### config.mk
export PLATFORM = sky130hd
export DESIGN_NAME = html_char_class_tokenizer
export DESIGN_NICKNAME = d
export VERILOG_FILES = /design/src/sv/hct_pkg.sv /design/src/sv/html_char_class_tokenizer.sv /design/src/sv/hct_front.sv /design/src/sv/hct_job_queue.sv /design/src/sv/hct_back.sv
export SDC_FILE = /design/constraint.sdc
export NUM_CORES = 1
export LEC_CHECK = 0
export ABC_AREA = 1
export BUFFER_PORTS_ARGS = -buffer_cell sky130_fd_sc_hd__buf_4
export CORE_ASPECT_RATIO = 1.1
export CORE_UTILIZATION = 60
export DETAILED_ROUTE_END_ITERATION = 10
export GPL_TIMING_DRIVEN = 0
export PLACE_DENSITY = 0.87
export SETUP_SLACK_MARGIN = 0.2
export SLEW_MARGIN = 10
export SYNTH_ARGS = -nofsm -noshare
export SYNTH_HDL_FRONTEND = slang
export SYNTH_HIERARCHICAL = 1
export SYNTH_SLANG_ARGS = --single-unit
### constraint.sdc
create_clock -name clk -period 6.9 [get_ports clk]
set_clock_uncertainty 0.15 [all_clocks]
set_input_delay 1.38 -clock clk [delete_from_list [all_inputs] [get_ports clk]]
set_output_delay 1.38 -clock clk [all_outputs]
set_load 0.01 [all_outputs]
### src/sv/hct_pkg.sv
`timescale 1ns / 1ps
// ----------------------------------------------------------------------------
// hct_pkg
// Shared types and constants for the HTML character class tokenizer.
// ----------------------------------------------------------------------------
package hct_pkg;

  localparam int CHAR_BITS = 8;

  typedef logic [CHAR_BITS-1:0] char_t;

  // Parsing mode carried across lines
  typedef enum logic [2:0] {
    MODE_NORMAL  = 3'd0,
    MODE_COMMENT = 3'd1,
    MODE_TAG     = 3'd2,
    MODE_ATTR    = 3'd3,
    MODE_VALUE   = 3'd4
  } mode_t;

  // Character class codes on the result port
  typedef enum logic [2:0] {
    CL_NORMAL  = 3'd0,
    CL_ENTITY  = 3'd1,
    CL_TAG     = 3'd2,
    CL_COMMENT = 3'd3,
    CL_ATTR    = 3'd4,
    CL_VALUE   = 3'd5
  } class_t;

  typedef enum logic [1:0] {
    QUOTE_NONE   = 2'd0,
    QUOTE_DOUBLE = 2'd1,
    QUOTE_SINGLE = 2'd2
  } quote_t;

  localparam char_t CH_LT     = char_t'(8'h3C); // '<'
  localparam char_t CH_GT     = char_t'(8'h3E); // '>'
  localparam char_t CH_BANG   = char_t'(8'h21); // '!'
  localparam char_t CH_DASH   = char_t'(8'h2D); // '-'
  localparam char_t CH_AMP    = char_t'(8'h26); // '&'
  localparam char_t CH_SEMI   = char_t'(8'h3B); // ';'
  localparam char_t CH_EQ     = char_t'(8'h3D); // '='
  localparam char_t CH_SLASH  = char_t'(8'h2F); // '/'
  localparam char_t CH_SPACE  = char_t'(8'h20); // ' '
  localparam char_t CH_DQUOTE = char_t'(8'h22); // '"'
  localparam char_t CH_SQUOTE = char_t'(8'h27); // '\''
  localparam char_t CH_H      = char_t'(8'h68);
  localparam char_t CH_T      = char_t'(8'h74);
  localparam char_t CH_M      = char_t'(8'h6D);
  localparam char_t CH_L      = char_t'(8'h6C);

  localparam int WIN_DEPTH = 4;
  localparam int JQ_DEPTH  = 4;
  localparam int RQ_DEPTH  = 2;

  // One classification job: a character plus the lookahead verdicts at its place
  typedef struct packed {
    char_t ch;
    logic  m_open;   // "<!--" starts here
    logic  m_close;  // "-->" starts here
    logic  m_html;   // "html" starts here
    logic  last;     // last character of the line
  } job_t;

  typedef struct packed {
    logic [7:0] ch;
    class_t     cls;
    logic       line_end;
  } result_t;

  // Queue status between producer and consumer
  typedef struct packed {
    logic full;
    logic empty;
  } q_status_t;

endpackage

### src/sv/html_char_class_tokenizer.sv
`timescale 1ns / 1ps
// ----------------------------------------------------------------------------
// html_char_class_tokenizer
// Tags each HTML character as normal, entity, tag, comment, attribute or
// value, using a three-character lookahead within the line.
// ----------------------------------------------------------------------------
//
//  Channel   Handshake     Payload
//  --------  ------------  -----------------------------------
//  input     push / full   in_char, in_line_end
//  result    empty / pop   out_char, out_class, out_line_end
//
// One character per cycle is taken while the queues flow. A character that
// ends a line with n characters (1..4) in the window keeps full high while
// the window drains the other n-1 jobs into the job queue, one job a cycle
// while that queue has room. Results lag by three characters within a line;
// each job enters the job queue when issued, and the classifier moves it
// into the result queue while that has room; its head drives the ports.
// Synchronous reset clears the window fill, mode state and both queues.
// Either side may stall independently; the 4-entry job queue decouples
// window and classifier, the 2-entry result queue classifier and reader.
//
module html_char_class_tokenizer (
  input  logic       clk,
  input  logic       rst,
  // character input
  input  logic       push,
  output logic       full,
  input  logic [7:0] in_char,
  input  logic       in_line_end,
  // classified output
  output logic       empty,
  input  logic       pop,
  output logic [7:0] out_char,
  output logic [2:0] out_class,
  output logic       out_line_end
);
  import hct_pkg::*;

  logic      job_valid;
  job_t      front_job;
  job_t      head_job;
  logic      job_pop;
  q_status_t jq_status;
  result_t   result;

  // Window and lookahead matching
  hct_front u_front (
    .clk        (clk),
    .rst        (rst),
    .push       (push),
    .in_char    (char_t'(in_char)),
    .in_line_end(in_line_end),
    .full       (full),
    .jq_full    (jq_status.full),
    .job_valid  (job_valid),
    .job        (front_job)
  );

  // Jobs waiting for the classifier
  hct_job_queue u_job_queue (
    .clk    (clk),
    .rst    (rst),
    .wr_en  (job_valid),
    .wr_job (front_job),
    .rd_en  (job_pop),
    .rd_job (head_job),
    .status (jq_status)
  );

  // Mode machine and result queue
  hct_back u_back (
    .clk      (clk),
    .rst      (rst),
    .jq_status(jq_status),
    .job      (head_job),
    .job_pop  (job_pop),
    .result   (result),
    .empty    (empty),
    .pop      (pop)
  );

  assign out_char     = result.ch;
  assign out_class    = result.cls;
  assign out_line_end = result.line_end;

endmodule

### src/sv/hct_front.sv
`timescale 1ns / 1ps
// ----------------------------------------------------------------------------
// hct_front
// Lookahead window: takes characters, evaluates pattern matches and issues
// classification jobs; drains the held characters at each line end.
// ----------------------------------------------------------------------------
module hct_front (
  input  logic              clk,
  input  logic              rst,
  input  logic              push,
  input  hct_pkg::char_t    in_char,
  input  logic              in_line_end,
  output logic              full,
  input  logic              jq_full,
  output logic              job_valid,
  output hct_pkg::job_t     job
);
  import hct_pkg::*;

  char_t      win [WIN_DEPTH];
  logic [2:0] fill;
  logic       draining;
  logic [1:0] dpos;

  char_t      win_n [WIN_DEPTH];
  logic [2:0] fill_n;
  logic       accept;

  char_t      v_win [WIN_DEPTH];
  logic [2:0] v_fill;
  logic [1:0] v_pos;
  logic       drain_last;

  assign full   = draining | jq_full;
  assign accept = push & ~full;
  assign fill_n = fill + 3'd1;

  always_comb begin
    for (int i = 0; i < WIN_DEPTH; i++) begin
      win_n[i] = (fill[1:0] == 2'(i)) ? in_char : win[i];
    end
  end

  // Window view for the job issued this cycle
  always_comb begin
    if (draining) begin
      v_win  = win;
      v_fill = fill;
      v_pos  = dpos;
    end else begin
      v_win  = win_n;
      v_fill = fill_n;
      v_pos  = 2'd0;
    end
  end

  assign drain_last = (({1'b0, dpos} + 3'd1) == fill);

  always_comb begin
    job.ch     = v_win[v_pos];
    job.m_open = (v_pos == 2'd0) && (v_fill == 3'd4) &&
                 (v_win[0] == CH_LT) && (v_win[1] == CH_BANG) &&
                 (v_win[2] == CH_DASH) && (v_win[3] == CH_DASH);
    job.m_html = (v_pos == 2'd0) && (v_fill == 3'd4) &&
                 (v_win[0] == CH_H) && (v_win[1] == CH_T) &&
                 (v_win[2] == CH_M) && (v_win[3] == CH_L);
    job.m_close = ((v_pos == 2'd0) && (v_fill >= 3'd3) &&
                   (v_win[0] == CH_DASH) && (v_win[1] == CH_DASH) &&
                   (v_win[2] == CH_GT)) ||
                  ((v_pos == 2'd1) && (v_fill == 3'd4) &&
                   (v_win[1] == CH_DASH) && (v_win[2] == CH_DASH) &&
                   (v_win[3] == CH_GT));
    if (draining) begin
      job.last  = drain_last;
      job_valid = ~jq_full;
    end else begin
      job.last  = in_line_end && (fill_n == 3'd1);
      job_valid = accept && (in_line_end || (fill_n == 3'd4));
    end
  end

  always_ff @(posedge clk) begin
    if (rst) begin
      fill     <= 3'd0;
      draining <= 1'b0;
      dpos     <= 2'd0;
    end else if (draining) begin
      if (~jq_full) begin
        dpos <= dpos + 2'd1;
        if (drain_last) begin
          draining <= 1'b0;
          fill     <= 3'd0;
        end
      end
    end else if (accept) begin
      if (in_line_end) begin
        if (fill_n == 3'd1) begin
          fill <= 3'd0;
        end else begin
          fill     <= fill_n;
          draining <= 1'b1;
          dpos     <= 2'd1;
        end
      end else if (fill_n == 3'd4) begin
        fill <= 3'd3;
      end else begin
        fill <= fill_n;
      end
    end
  end

  // Window payload
  always_ff @(posedge clk) begin
    if (~draining && accept) begin
      if (~in_line_end && (fill_n == 3'd4)) begin
        for (int i = 0; i < WIN_DEPTH - 1; i++) begin
          win[i] <= win_n[i+1];
        end
        win[WIN_DEPTH-1] <= win_n[WIN_DEPTH-1];
      end else begin
        win <= win_n;
      end
    end
  end

endmodule

### src/sv/hct_job_queue.sv
`timescale 1ns / 1ps
// ----------------------------------------------------------------------------
// hct_job_queue
// Short FIFO of classification jobs between the window and the classifier.
// ----------------------------------------------------------------------------
module hct_job_queue (
  input  logic               clk,
  input  logic               rst,
  input  logic               wr_en,
  input  hct_pkg::job_t      wr_job,
  input  logic               rd_en,
  output hct_pkg::job_t      rd_job,
  output hct_pkg::q_status_t status
);
  import hct_pkg::*;

  job_t       mem [JQ_DEPTH];
  logic [1:0] wr_ptr;
  logic [1:0] rd_ptr;
  logic [2:0] count;
  logic       do_wr;
  logic       do_rd;

  assign status.full  = (count == 3'(JQ_DEPTH));
  assign status.empty = (count == 3'd0);
  assign do_wr        = wr_en & ~status.full;
  assign do_rd        = rd_en & ~status.empty;
  assign rd_job       = mem[rd_ptr];

  always_ff @(posedge clk) begin
    if (rst) begin
      wr_ptr <= 2'd0;
      rd_ptr <= 2'd0;
      count  <= 3'd0;
    end else begin
      if (do_wr) wr_ptr <= wr_ptr + 2'd1;
      if (do_rd) rd_ptr <= rd_ptr + 2'd1;
      if (do_wr && !do_rd) begin
        count <= count + 3'd1;
      end else if (!do_wr && do_rd) begin
        count <= count - 3'd1;
      end
    end
  end

  always_ff @(posedge clk) begin
    if (do_wr) mem[wr_ptr] <= wr_job;
  end

endmodule

### src/sv/hct_back.sv
`timescale 1ns / 1ps
// ----------------------------------------------------------------------------
// hct_back
// Classifier: applies the mode machine to each job and queues the results.
// ----------------------------------------------------------------------------
module hct_back (
  input  logic               clk,
  input  logic               rst,
  input  hct_pkg::q_status_t jq_status,
  input  hct_pkg::job_t      job,
  output logic               job_pop,
  output hct_pkg::result_t   result,
  output logic               empty,
  input  logic               pop
);
  import hct_pkg::*;

  mode_t      mode, mode_next;
  logic       entity, entity_next;
  quote_t     quote, quote_next;
  logic       vqs, vqs_next;
  logic [1:0] skip, skip_next;
  class_t     cls;

  result_t    rq [RQ_DEPTH];
  logic       rq_wr_ptr;
  logic       rq_rd_ptr;
  logic [1:0] rq_count;
  logic       rq_full;
  logic       rq_rd;

  assign rq_full = (rq_count == 2'(RQ_DEPTH));
  assign job_pop = ~jq_status.empty & ~rq_full;
  assign empty   = (rq_count == 2'd0);
  assign rq_rd   = pop & ~empty;
  assign result  = rq[rq_rd_ptr];

  always_comb begin
    mode_next   = mode;
    entity_next = entity;
    quote_next  = quote;
    vqs_next    = vqs;
    skip_next   = skip;
    cls         = CL_NORMAL;
    if (skip != 2'd0) begin
      skip_next = skip - 2'd1;
      cls       = CL_COMMENT;
    end else begin
      unique case (mode)
        MODE_COMMENT: begin
          cls = CL_COMMENT;
          if (job.m_close) begin
            skip_next = 2'd2;
            mode_next = MODE_NORMAL;
          end
        end
        MODE_TAG: begin
          cls = CL_TAG;
          if (quote == QUOTE_NONE) begin
            if (job.ch == CH_DQUOTE) begin
              quote_next = QUOTE_DOUBLE;
            end else if (job.ch == CH_SQUOTE) begin
              quote_next = QUOTE_SINGLE;
            end else if (job.ch == CH_GT) begin
              mode_next = MODE_NORMAL;
            end else if (job.ch == CH_SPACE) begin
              mode_next = MODE_ATTR;
              cls       = CL_ATTR;
            end
          end else if ((quote == QUOTE_DOUBLE && job.ch == CH_DQUOTE) ||
                       (quote == QUOTE_SINGLE && job.ch == CH_SQUOTE)) begin
            quote_next = QUOTE_NONE;
          end
        end
        MODE_ATTR: begin
          cls = CL_ATTR;
          if (job.ch == CH_EQ) begin
            mode_next = MODE_VALUE;
            vqs_next  = 1'b0;
          end else if (job.ch == CH_GT) begin
            mode_next = MODE_NORMAL;
          end else if (job.ch == CH_SLASH || job.m_html) begin
            // back to tag mode; the character itself is tag
            mode_next  = MODE_TAG;
            quote_next = QUOTE_NONE;
            cls        = CL_TAG;
          end
        end
        MODE_VALUE: begin
          cls = CL_VALUE;
          if (job.ch == CH_DQUOTE) begin
            if (vqs) begin
              vqs_next   = 1'b0;
              mode_next  = MODE_TAG;
              quote_next = QUOTE_NONE;
            end else begin
              vqs_next = 1'b1;
            end
          end
        end
        default: begin
          if (entity) begin
            if (job.ch == CH_SEMI) begin
              entity_next = 1'b0;
              cls         = CL_NORMAL;
            end else begin
              cls = CL_ENTITY;
            end
          end else if (job.ch == CH_LT) begin
            if (job.m_open) begin
              mode_next = MODE_COMMENT;
              cls       = CL_COMMENT;
            end else begin
              mode_next  = MODE_TAG;
              quote_next = QUOTE_NONE;
              cls        = CL_TAG;
            end
          end else if (job.ch == CH_AMP) begin
            entity_next = 1'b1;
            cls         = CL_ENTITY;
          end
        end
      endcase
    end
    // line end clears the per-line state, mode carries on
    if (job.last) begin
      entity_next = 1'b0;
      quote_next  = QUOTE_NONE;
      vqs_next    = 1'b0;
      skip_next   = 2'd0;
    end
  end

  always_ff @(posedge clk) begin
    if (rst) begin
      mode   <= MODE_NORMAL;
      entity <= 1'b0;
      quote  <= QUOTE_NONE;
      vqs    <= 1'b0;
      skip   <= 2'd0;
    end else if (job_pop) begin
      mode   <= mode_next;
      entity <= entity_next;
      quote  <= quote_next;
      vqs    <= vqs_next;
      skip   <= skip_next;
    end
  end

  always_ff @(posedge clk) begin
    if (rst) begin
      rq_wr_ptr <= 1'b0;
      rq_rd_ptr <= 1'b0;
      rq_count  <= 2'd0;
    end else begin
      if (job_pop) rq_wr_ptr <= ~rq_wr_ptr;
      if (rq_rd)   rq_rd_ptr <= ~rq_rd_ptr;
      if (job_pop && !rq_rd) begin
        rq_count <= rq_count + 2'd1;
      end else if (!job_pop && rq_rd) begin
        rq_count <= rq_count - 2'd1;
      end
    end
  end

  always_ff @(posedge clk) begin
    if (job_pop) begin
      rq[rq_wr_ptr].ch       <= job.ch[7:0];
      rq[rq_wr_ptr].cls      <= cls;
      rq[rq_wr_ptr].line_end <= job.last;
    end
  end

endmodule
==> results.txt, run 1 <==
Most used DFF post-synth -> edfxtp_1
Antenna violations before repair -> 0
Postcts setup bufs -> 0
# IOs -> 27
GRT Util Overall -> 0.306
Clk sinks -> 133
Power density cells -> 468 nW/um^2
Pin count of the biggest net entering global routing -> 32
TritonCTS Buffers -> 17
Achievable Freq -> 304 MHz
Crit path capture type -> primary output
Setup tns final -> 0 ps
HP Start -> u_back/vqs
Final Net Count -> 994
Most numerous cell in the Yosys netlist -> nand2_1
CP max FO -> 10
Root Driver -> clkbuf_16
Max-cap viol count -> 0
Yosys top cell area share -> 0.415
Seq pwr share -> 0.328
FFs w/ async S/R, synth -> 0
Die width -> 109 um
Number of synthesized flops with an enable pin -> 104
Register area -> 3700 um^2
Fill count -> 929
CTS H-tree lvls -> 4
Worst r2r src -> u_job_queue/count[0]
Clock-pin slew on the worst setup and hold paths -> 60 ps
Worst VDD drop -> 258 uV
Detailed Route WL -> 18,800 um
Ys Warns -> 6
Synth unique cells -> 43
Post-synth top area cell -> edfxtp_1
PnR worst setup slack -> 3610 ps
DRC -> 0
Setup repair after global routing missed its margin -> no
Fin cells -> 1,132
Worst min-delay path class -> reg2reg
Met1 usage -> 0.354
Internal power -> 2350 uW
#FFs+latches synth -> 133
Top cells by area, synth -> edfxtp_1, nand2_1, dfxtp_1
Starting density of the core -> 0.619
Global route hottest layer -> met2
WP data required -> 5370 ps
Worst path slowest cell -> buf_1
CP peak stage delay -> 430 ps
Net Sw Frac -> 0.414
Final Hold Viols -> 0
First-pass GRT wire length -> 29,600 um
Syn Nets -> 948
Status -> finished, final reports clean
Placeable core area -> 12,100 um^2
Total gr overflow -> 0
Fin. max-slew vios -> 0
Syn-to-layout area delta -> 13.9%
Dpl ws -> 3320 ps
# placed instances -> 1,100
Setup CP Type -> reg2out
Startpoint Class -> flop
Chip height -> 119 um
Worst-skew pair later-pin latency -> 430 ps
Post_cts resized -> 0
Max_slew headroom -> 0.220
Port bufs -> 26
Num rows -> 42
Vias in the first global route -> 6,198
Share of cells above drive strength 1 -> 0.141
Power Total -> 4010 uW
CTS Buffer Depth -> 2
DR vias/cell -> 5.85
Fin Hold WS -> 337 ps
Routability cong. -> 0.955
Clock power share -> 0.243
Sw Pwr -> 1660 uW
Setup violators final -> 0
Tmin final -> 3290 ps
WL/cell -> 16.6 um
Worst-margin pin slew -> 1170 ps
Arrival time at the worst endpoint -> 1760 ps
DR iter-0 viols -> 642
CTS tree -> built
Die area -> 13,000 um^2
Antenna Cells -> 0
P_leak -> 0.00361 uW
Seq/Total Area, Yosys -> 0.493
Met3 Resource Use GR -> 0.0668
Commonest cells post-synth -> nand2_1, nor2_1, edfxtp_1, inv_1, o21ai_0
Cells after synthesis -> 919
HPWL Detailed -> 13,300 um
Avg Inst Size Synth -> 8.18 um^2
Cell area after synthesis -> 7520 um^2
Logic gate share of total power -> 0.429
Antenna viol nets, final -> 0
M2 GR Usage -> 0.523
Worst path cell trace -> buf_1, mux2_2, buf_4
Part of the cycle the worst path needs -> 0.477
Via Count -> 6,625
Area occupied by multi-input gates -> 3210 um^2
# hold bufs at CTS -> 0
First-pass detailed-route iteration total -> 7
==> worst paths after layout <==
check / endpoint / slack [ps] / depth (start not counted)
setup / recovery: out_char[2] / 3610 / 3
hold / removal: u_back/vqs / 340 / 2
setup reg to reg: u_job_queue/mem[1][0] / 3870 / 9
hold reg to reg: u_back/vqs / 340 / 2
==> kinds of logic (layout without fill, tap and decap cells) <==
family / after synthesis / count (layout) / share of synthesized area
xor+xnor: 5 / 5 / 0.00582
simple gates: 456 / 456 / 0.259
mux: 12 / 12 / 0.0180
flops: 133 / 133 / 0.493
compound gates: 159 / 159 / 0.116
buf+inv: 138 / 197 / 0.0810
fa+ha+maj: 16 / 16 / 0.0276
==> registers in the layout, summed over array words and instances, names as in the netlist, named ones only <==
register	cells
u_back/entity	1
u_back/mode	3
u_back/quote	2
u_back/rq	24
u_back/rq_count	2
u_back/rq_rd_ptr	1
u_back/rq_wr_ptr	1
u_back/skip	2
u_back/vqs	1
u_front/dpos	2
u_front/draining	1
u_front/fill	3
u_front/win	32
u_job_queue/count	3
u_job_queue/mem	48
u_job_queue/rd_ptr	2
u_job_queue/wr_ptr	2
==> area by class of cell <==
class                      instances  area share
sequential                       133       0.432
multi-input combinational        648       0.375
clock buffer                      17      0.0496
inverter                         111      0.0488
timing repair buffer              27      0.0251
clock inverter                    15      0.0245
tap                              154      0.0225
buffer                            27      0.0223
==> per-stage QoR <==
stage | util | cell area, um^2
finish | 0.706 | 8570
global route | 0.706 | 8570
CTS | 0.706 | 8570
detailed placement | 0.653 | 7930
global placement | 0.651 | 7910
floorplan | - | 7520
==> power by group through the flow <==
stage                     registers (uW)  logic (uW)  clock network [uW]
after detailed placement            1330        1650                   0
after CTS                           1320        1670                 984
after global placement              1320        1610                   0
final                               1320        1720                 974
after floorplan                     1290        1210                   0
after global routing                1340        1890                1010
==> routing by layer <==
metal / up-vias / wire, um / part of all wire
li1: 3155 / - / -
met1: 3002 / 7240 / 0.38
met5: - / 0 / 0
met2: 394 / 9440 / 0.50
met3: 74 / 1440 / 0.076
met4: 0 / 699 / 0.037
==> critical path, delay by kind of cell, from the launching register on <==
family / cells / cell delay (ps)
flip-flops: 1 / 370
buffers and inverters: 2 / 570
multiplexers: 1 / 400
==> layout by cell type, fill, tap and decap left out, types with 6 or more instances in the layout <==
| master | Yosys | final |
|---|---|---|
| nor2_1 | 118 | 118 |
| a21oi_1 | 27 | 27 |
| nand4_1 | 7 | 7 |
| buf_6 | 9 | 9 |
| clkbuf_16 | 0 | 17 |
| inv_2 | 12 | 12 |
| o21ai_0 | 78 | 78 |
| edfxtp_1 | 104 | 104 |
| dfxtp_1 | 29 | 29 |
| inv_1 | 95 | 95 |
| inv_6 | 0 | 6 |
| mux2_2 | 12 | 12 |
| a31oi_1 | 7 | 7 |
| nor2_2 | 8 | 7 |
| clkbuf_1 | 7 | 7 |
| buf_2 | 6 | 6 |
| nor3_1 | 6 | 6 |
| o21ai_1 | 20 | 20 |
| nand2_1 | 224 | 224 |
| nand3_1 | 58 | 58 |
| nand2_2 | 12 | 12 |
| o22ai_1 | 12 | 12 |
| or2_1 | 8 | 8 |
| buf_4 | 4 | 30 |
| ha_1 | 15 | 15 |
(Power assumes the default switching activity.)
==> inputs of run 2 (changes only) <==
- clock period: 6.9 -> 3.15 ns (I/O delays scaled with it)
==> run 2 against run 1 <==
Effect of this change: clock-buffer cell count is 1 higher; sequential power grew 120%; global-route usage grew 0.31 points; register-to-register slack got worse by 3500 ps; setup slack lost 3200 ps; cell area shrank 0.48%; sequential share of layout area grew 0.24 points; sequential cell count did not move; cell count about the same; critical path type is now reg2reg; largest power group unchanged; highest routed layer unchanged.
==> results.txt, run 2 (same netlist as run 1, synthesis figures left out) <==
Setup tns final -> 0 ps
Fin cells -> 1,133
Via Count -> 6,584
Final Net Count -> 995
Power density cells -> 1020 nW/um^2
Final core occ -> 0.702
Fin Hold WS -> 310 ps
Max_slew headroom -> 0.242
Tmin final -> 2780 ps
Startpoint Class -> flop
Worst VDD drop -> 469 uV
Syn-to-layout area delta -> 13.4%
Detailed Route WL -> 19,200 um
DRC -> 0
Status -> finished, final reports clean
Antenna viol nets, final -> 0
# IOs -> 27
Setup violators final -> 0
GRT Util Overall -> 0.309
Share of cells above drive strength 1 -> 0.149
Clock-pin slew on the worst setup and hold paths -> 60 ps
Total gr overflow -> 0
Worst-skew pair later-pin latency -> 420 ps
Setup repair after global routing missed its margin -> no
Clk sinks -> 133
WL/cell -> 17.0 um
Antenna Cells -> 0
Crit path capture type -> flop
Chip height -> 119 um
P_leak -> 0.00357 uW
CP Buf/Inv Count -> 4
CTS tree -> built
# placed instances -> 1,099
Max-cap viol count -> 0
CTS H-tree lvls -> 4
Commonest non-fill, non-tap cell in the layout -> nand2_1
Achievable Freq -> 360 MHz
Worst-margin pin slew -> 1130 ps
Vias in the first global route -> 6,228
DR vias/cell -> 5.81
# hold bufs at CTS -> 0
Worst path slowest cell -> fa_1
First-pass detailed-route iteration total -> 9
Placeable core area -> 12,100 um^2
Arrival time at the worst endpoint -> 2930 ps
CP max FO -> 5
Biggest regs -> u_job_queue/mem x48, u_front/win x32, u_back/rq x24
R2r setup slk -> 370 ps
Max reg flops -> 48
WP data required -> 3310 ps
Most Frequent Cell on Critical Path -> nand2_1
DR iter-0 viols -> 608
Final Hold Viols -> 0
Port bufs -> 26
Starting density of the core -> 0.619
Pin count of the biggest net entering global routing -> 18
Die width -> 109 um
Worst path cell trace -> nor2_2, nand2_2, inv_1, or2_4, nor2_4, o21ai_1, nand2_1, nand2_2, inv_2, ha_1, inv_1, fa_1, inv_1, nand2_1, nand3_1, nand2_1, nand2_1, nor2_1
Biggest register -> u_job_queue/mem
Worst min-delay path class -> reg2reg
Die area -> 13,000 um^2
Most frequent cells in the layout -> nand2_1, nor2_1, edfxtp_1, inv_1, o21ai_0
Fin. max-slew vios -> 0
Root Driver -> clkbuf_16
HPWL Detailed -> 13,300 um
Routability cong. -> 0.998
CP peak stage delay -> 390 ps
TritonCTS Buffers -> 17
Setup CP Type -> reg2reg
CTS Buffer Depth -> 2
Part of the cycle the worst path needs -> 0.881
Antenna violations before repair -> 0
First-pass GRT wire length -> 30,100 um
Delay-heaviest family, CP -> simple AND/OR/NAND/NOR gates
Num rows -> 42
[run 2: final cells by class]
class                      count  area (um^2)
clock inverter                14          154
sequential                   133         3710
timing repair buffer          27          203
tap                          154          193
clock buffer                  18          429
fill                         941         3610
buffer                        27          191
inverter                     111          418
multi-input combinational    649         3230
[run 2: what timing repair did]
item,4_1_cts,5_1_grt
pin swaps,1,0
gates resized for setup,4,3
cloned,1,0
endpoints found under the hold margin,0,0
setup buffers,1,0
endpoints found under the setup margin,51,9
[run 2: through the flow]
step           power [uW]  setup slack [ps]  area (um^2)
6_report             8660               374         8530
5_1_grt              9190               208         8530
4_1_cts              8570               326         8520
3_5_place_dp         6540              -516         7920
3_3_place_gp         6400              -467         7920
2_1_floorplan        5490               200         7530
[run 2: per-layer routing]
layer / global-route usage / wire length, um
met2: 0.543 / 9750
met4: 0.152 / 759
met5: 0 / 0
met1: 0.355 / 7200
met3: 0.0586 / 1500
[run 2: power by group]
group	switching (uW)	internal, uW	leakage [uW]	total [uW]
logic	2590	1230	0.00207	3820
registers	246	2640	0.00123	2890
clock network	773	1170	0.000271	1950
[run 2: worst register-to-register path, delay by kind of cell (launching register included)]
kind / cells / cell delay (ps)
compound gates: 1 / 80
buf+inv: 4 / 350
simple gates: 11 / 1140
flops: 1 / 370
fa+ha+maj: 2 / 570
[run 2: worst paths after layout]
path                         from              endpoint  depth (start not counted)
min                    u_back/vqs            u_back/vqs                          2
max reg2reg  u_job_queue/count[0]  u_job_queue/count[2]                         18
min reg2reg            u_back/vqs            u_back/vqs                          2
max          u_job_queue/count[0]  u_job_queue/count[2]                         18
==> inputs of run 3 (changes only) <==
- CORE_MARGIN: default -> 2
==> run 3 against run 2 <==
Effect of this change: critical path depth decreased by 5; register-to-register slack about the same; combinational power about the same; setup slack improved by 4.5 ps; core utilization increased by 0.44 points; sequential share of layout area decreased by 0.29 points; cell area increased by 0.63%; via count increased by 2.2%; global-route usage decreased by 1.0 points; largest cell class unchanged.
==> results.txt, run 3 (same netlist as run 1, synthesis figures left out) <==
# IOs -> 27
DR vias/cell -> 5.94
Worst min-delay path class -> reg2reg
Antenna violations before repair -> 0
Syn-to-layout area delta -> 14.1%
Max_slew headroom -> 0.238
Routability cong. -> 0.975
HPWL Detailed -> 13,400 um
First-pass GRT wire length -> 31,400 um
DRC -> 0
# hold bufs at CTS -> 0
Most frequent cells in the layout -> nand2_1, nor2_1, edfxtp_1, inv_1, o21ai_0
P_leak -> 0.00361 uW
Worst-skew pair later-pin latency -> 420 ps
Biggest regs -> u_job_queue/mem x48, u_front/win x32, u_back/rq x24
Starting density of the core -> 0.619
Share of cells above drive strength 1 -> 0.150
Pin count of the biggest net entering global routing -> 18
Clk sinks -> 133
GRT Util Overall -> 0.299
Dpl ws -> -501 ps
Final Hold Viols -> 0
Antenna Cells -> 0
PnR worst setup slack -> 379 ps
Arrival time at the worst endpoint -> 2930 ps
Biggest register -> u_job_queue/mem
Crit path capture type -> flop
Clock-pin slew on the worst setup and hold paths -> 60 ps
Setup CP Type -> reg2reg
Power Total -> 8830 uW
Port bufs -> 26
Part of the cycle the worst path needs -> 0.880
Status -> finished, final reports clean
Setup violators final -> 0
WL/cell -> 17.1 um
Most Frequent Cell on Critical Path -> nor2_1
Worst path cell trace -> inv_2, buf_6, nor2_1, o22ai_1, nand2_2, nor2_1, nand2_1, nand2_1, nor2_1, nor2_2, nand2_2, o21ai_0, nor2_1
Antenna viol nets, final -> 0
Worst VDD drop -> 569 uV
DR iter-0 viols -> 646
Max-cap viol count -> 0
Via Count -> 6,727
CP max FO -> 10
Tmin final -> 2770 ps
Die area -> 13,400 um^2
Fill count -> 920
First-pass detailed-route iteration total -> 9
Vias in the first global route -> 6,502
Worst path slowest cell -> o22ai_1
Num rows -> 42
R2r setup slk -> 380 ps
Placeable core area -> 12,100 um^2
CTS tree -> built
Chip height -> 121 um
TritonCTS Buffers -> 17
Die width -> 111 um
CP peak stage delay -> 560 ps
Power density cells -> 1030 nW/um^2
WP data required -> 3310 ps
Root Driver -> clkbuf_16
Total gr overflow -> 0
CTS H-tree lvls -> 4
Startpoint Class -> flop
Worst-margin pin slew -> 1140 ps
CTS Buffer Depth -> 2
Max reg flops -> 48
Final Net Count -> 995
Setup repair after global routing missed its margin -> no
Commonest non-fill, non-tap cell in the layout -> nand2_1
Fin. max-slew vios -> 0
Achievable Freq -> 361 MHz
Detailed Route WL -> 19,400 um
run 3: changes by cell type in the layout (fill, tap and decap cells not counted), sizes merged:
cell and delta:
bufinv +1, clkbuf -1, inv +6, clkinvlp -4
clkinv -2
run 3: power breakdown:
part	switching, uW	internal [uW]	total, uW
clock	837	1290	2120
combinational	2590	1230	3820
sequential	252	2640	2890
run 3: final timing paths:
path | to | start | cells past startpoint
worst min-delay path | u_back/vqs | u_back/vqs | 2
worst max register to register | u_back/mode[1] | flop | 13
worst min register to register | u_back/vqs | u_back/vqs | 2
worst max-delay path | u_back/mode[1] | flop | 13
run 3: cell type report:
class	instances	area [um^2]	area share
flip-flops and latches	133	3700	0.432
multi-input cells	649	3240	0.378
clock buffers	17	425	0.0496
inverters	111	418	0.0487
clock inverters	15	206	0.0241
repair buffers	27	203	0.0236
well taps	154	193	0.0225
plain buffers	27	191	0.0223
run 3: metrics by stage:
stage          setup TNS (ps)  area (um^2)  utilization  hold WS (ps)  std cells
5_1_grt                     0         8580        0.707           341       1133
2_1_floorplan               0         7530            -           280        919
3_3_place_gp           -22990         7920        0.652           300       1099
3_5_place_dp           -22570         7920        0.652           306       1099
6_report                    0         8580        0.707           316       1133
4_1_cts                     0         8570        0.706           316       1133
run 3: worst max-delay path, delay by kind of cell, from the launching register on:
kind / cells / cell delay (ps)
simple gates: 9 / 1020
flops: 1 / 380
buf+inv: 2 / 330
compound gates: 2 / 770
run 3: timing repair:
action                                  4_1_cts  5_1_grt
endpoints found under the setup margin       51       10
gates resized for setup                       4        3
buffers inserted                              1        0
pin swaps                                     1        0
gates cloned                                  1        0
run 3: layer usage:
metal	share of wire	GRT usage	up-vias
met2	0.50	0.530	420
met4	0.042	0.150	0
met3	0.088	0.0669	89
met1	0.37	0.342	3060
li1	-	-	3158
met5	0	0	-
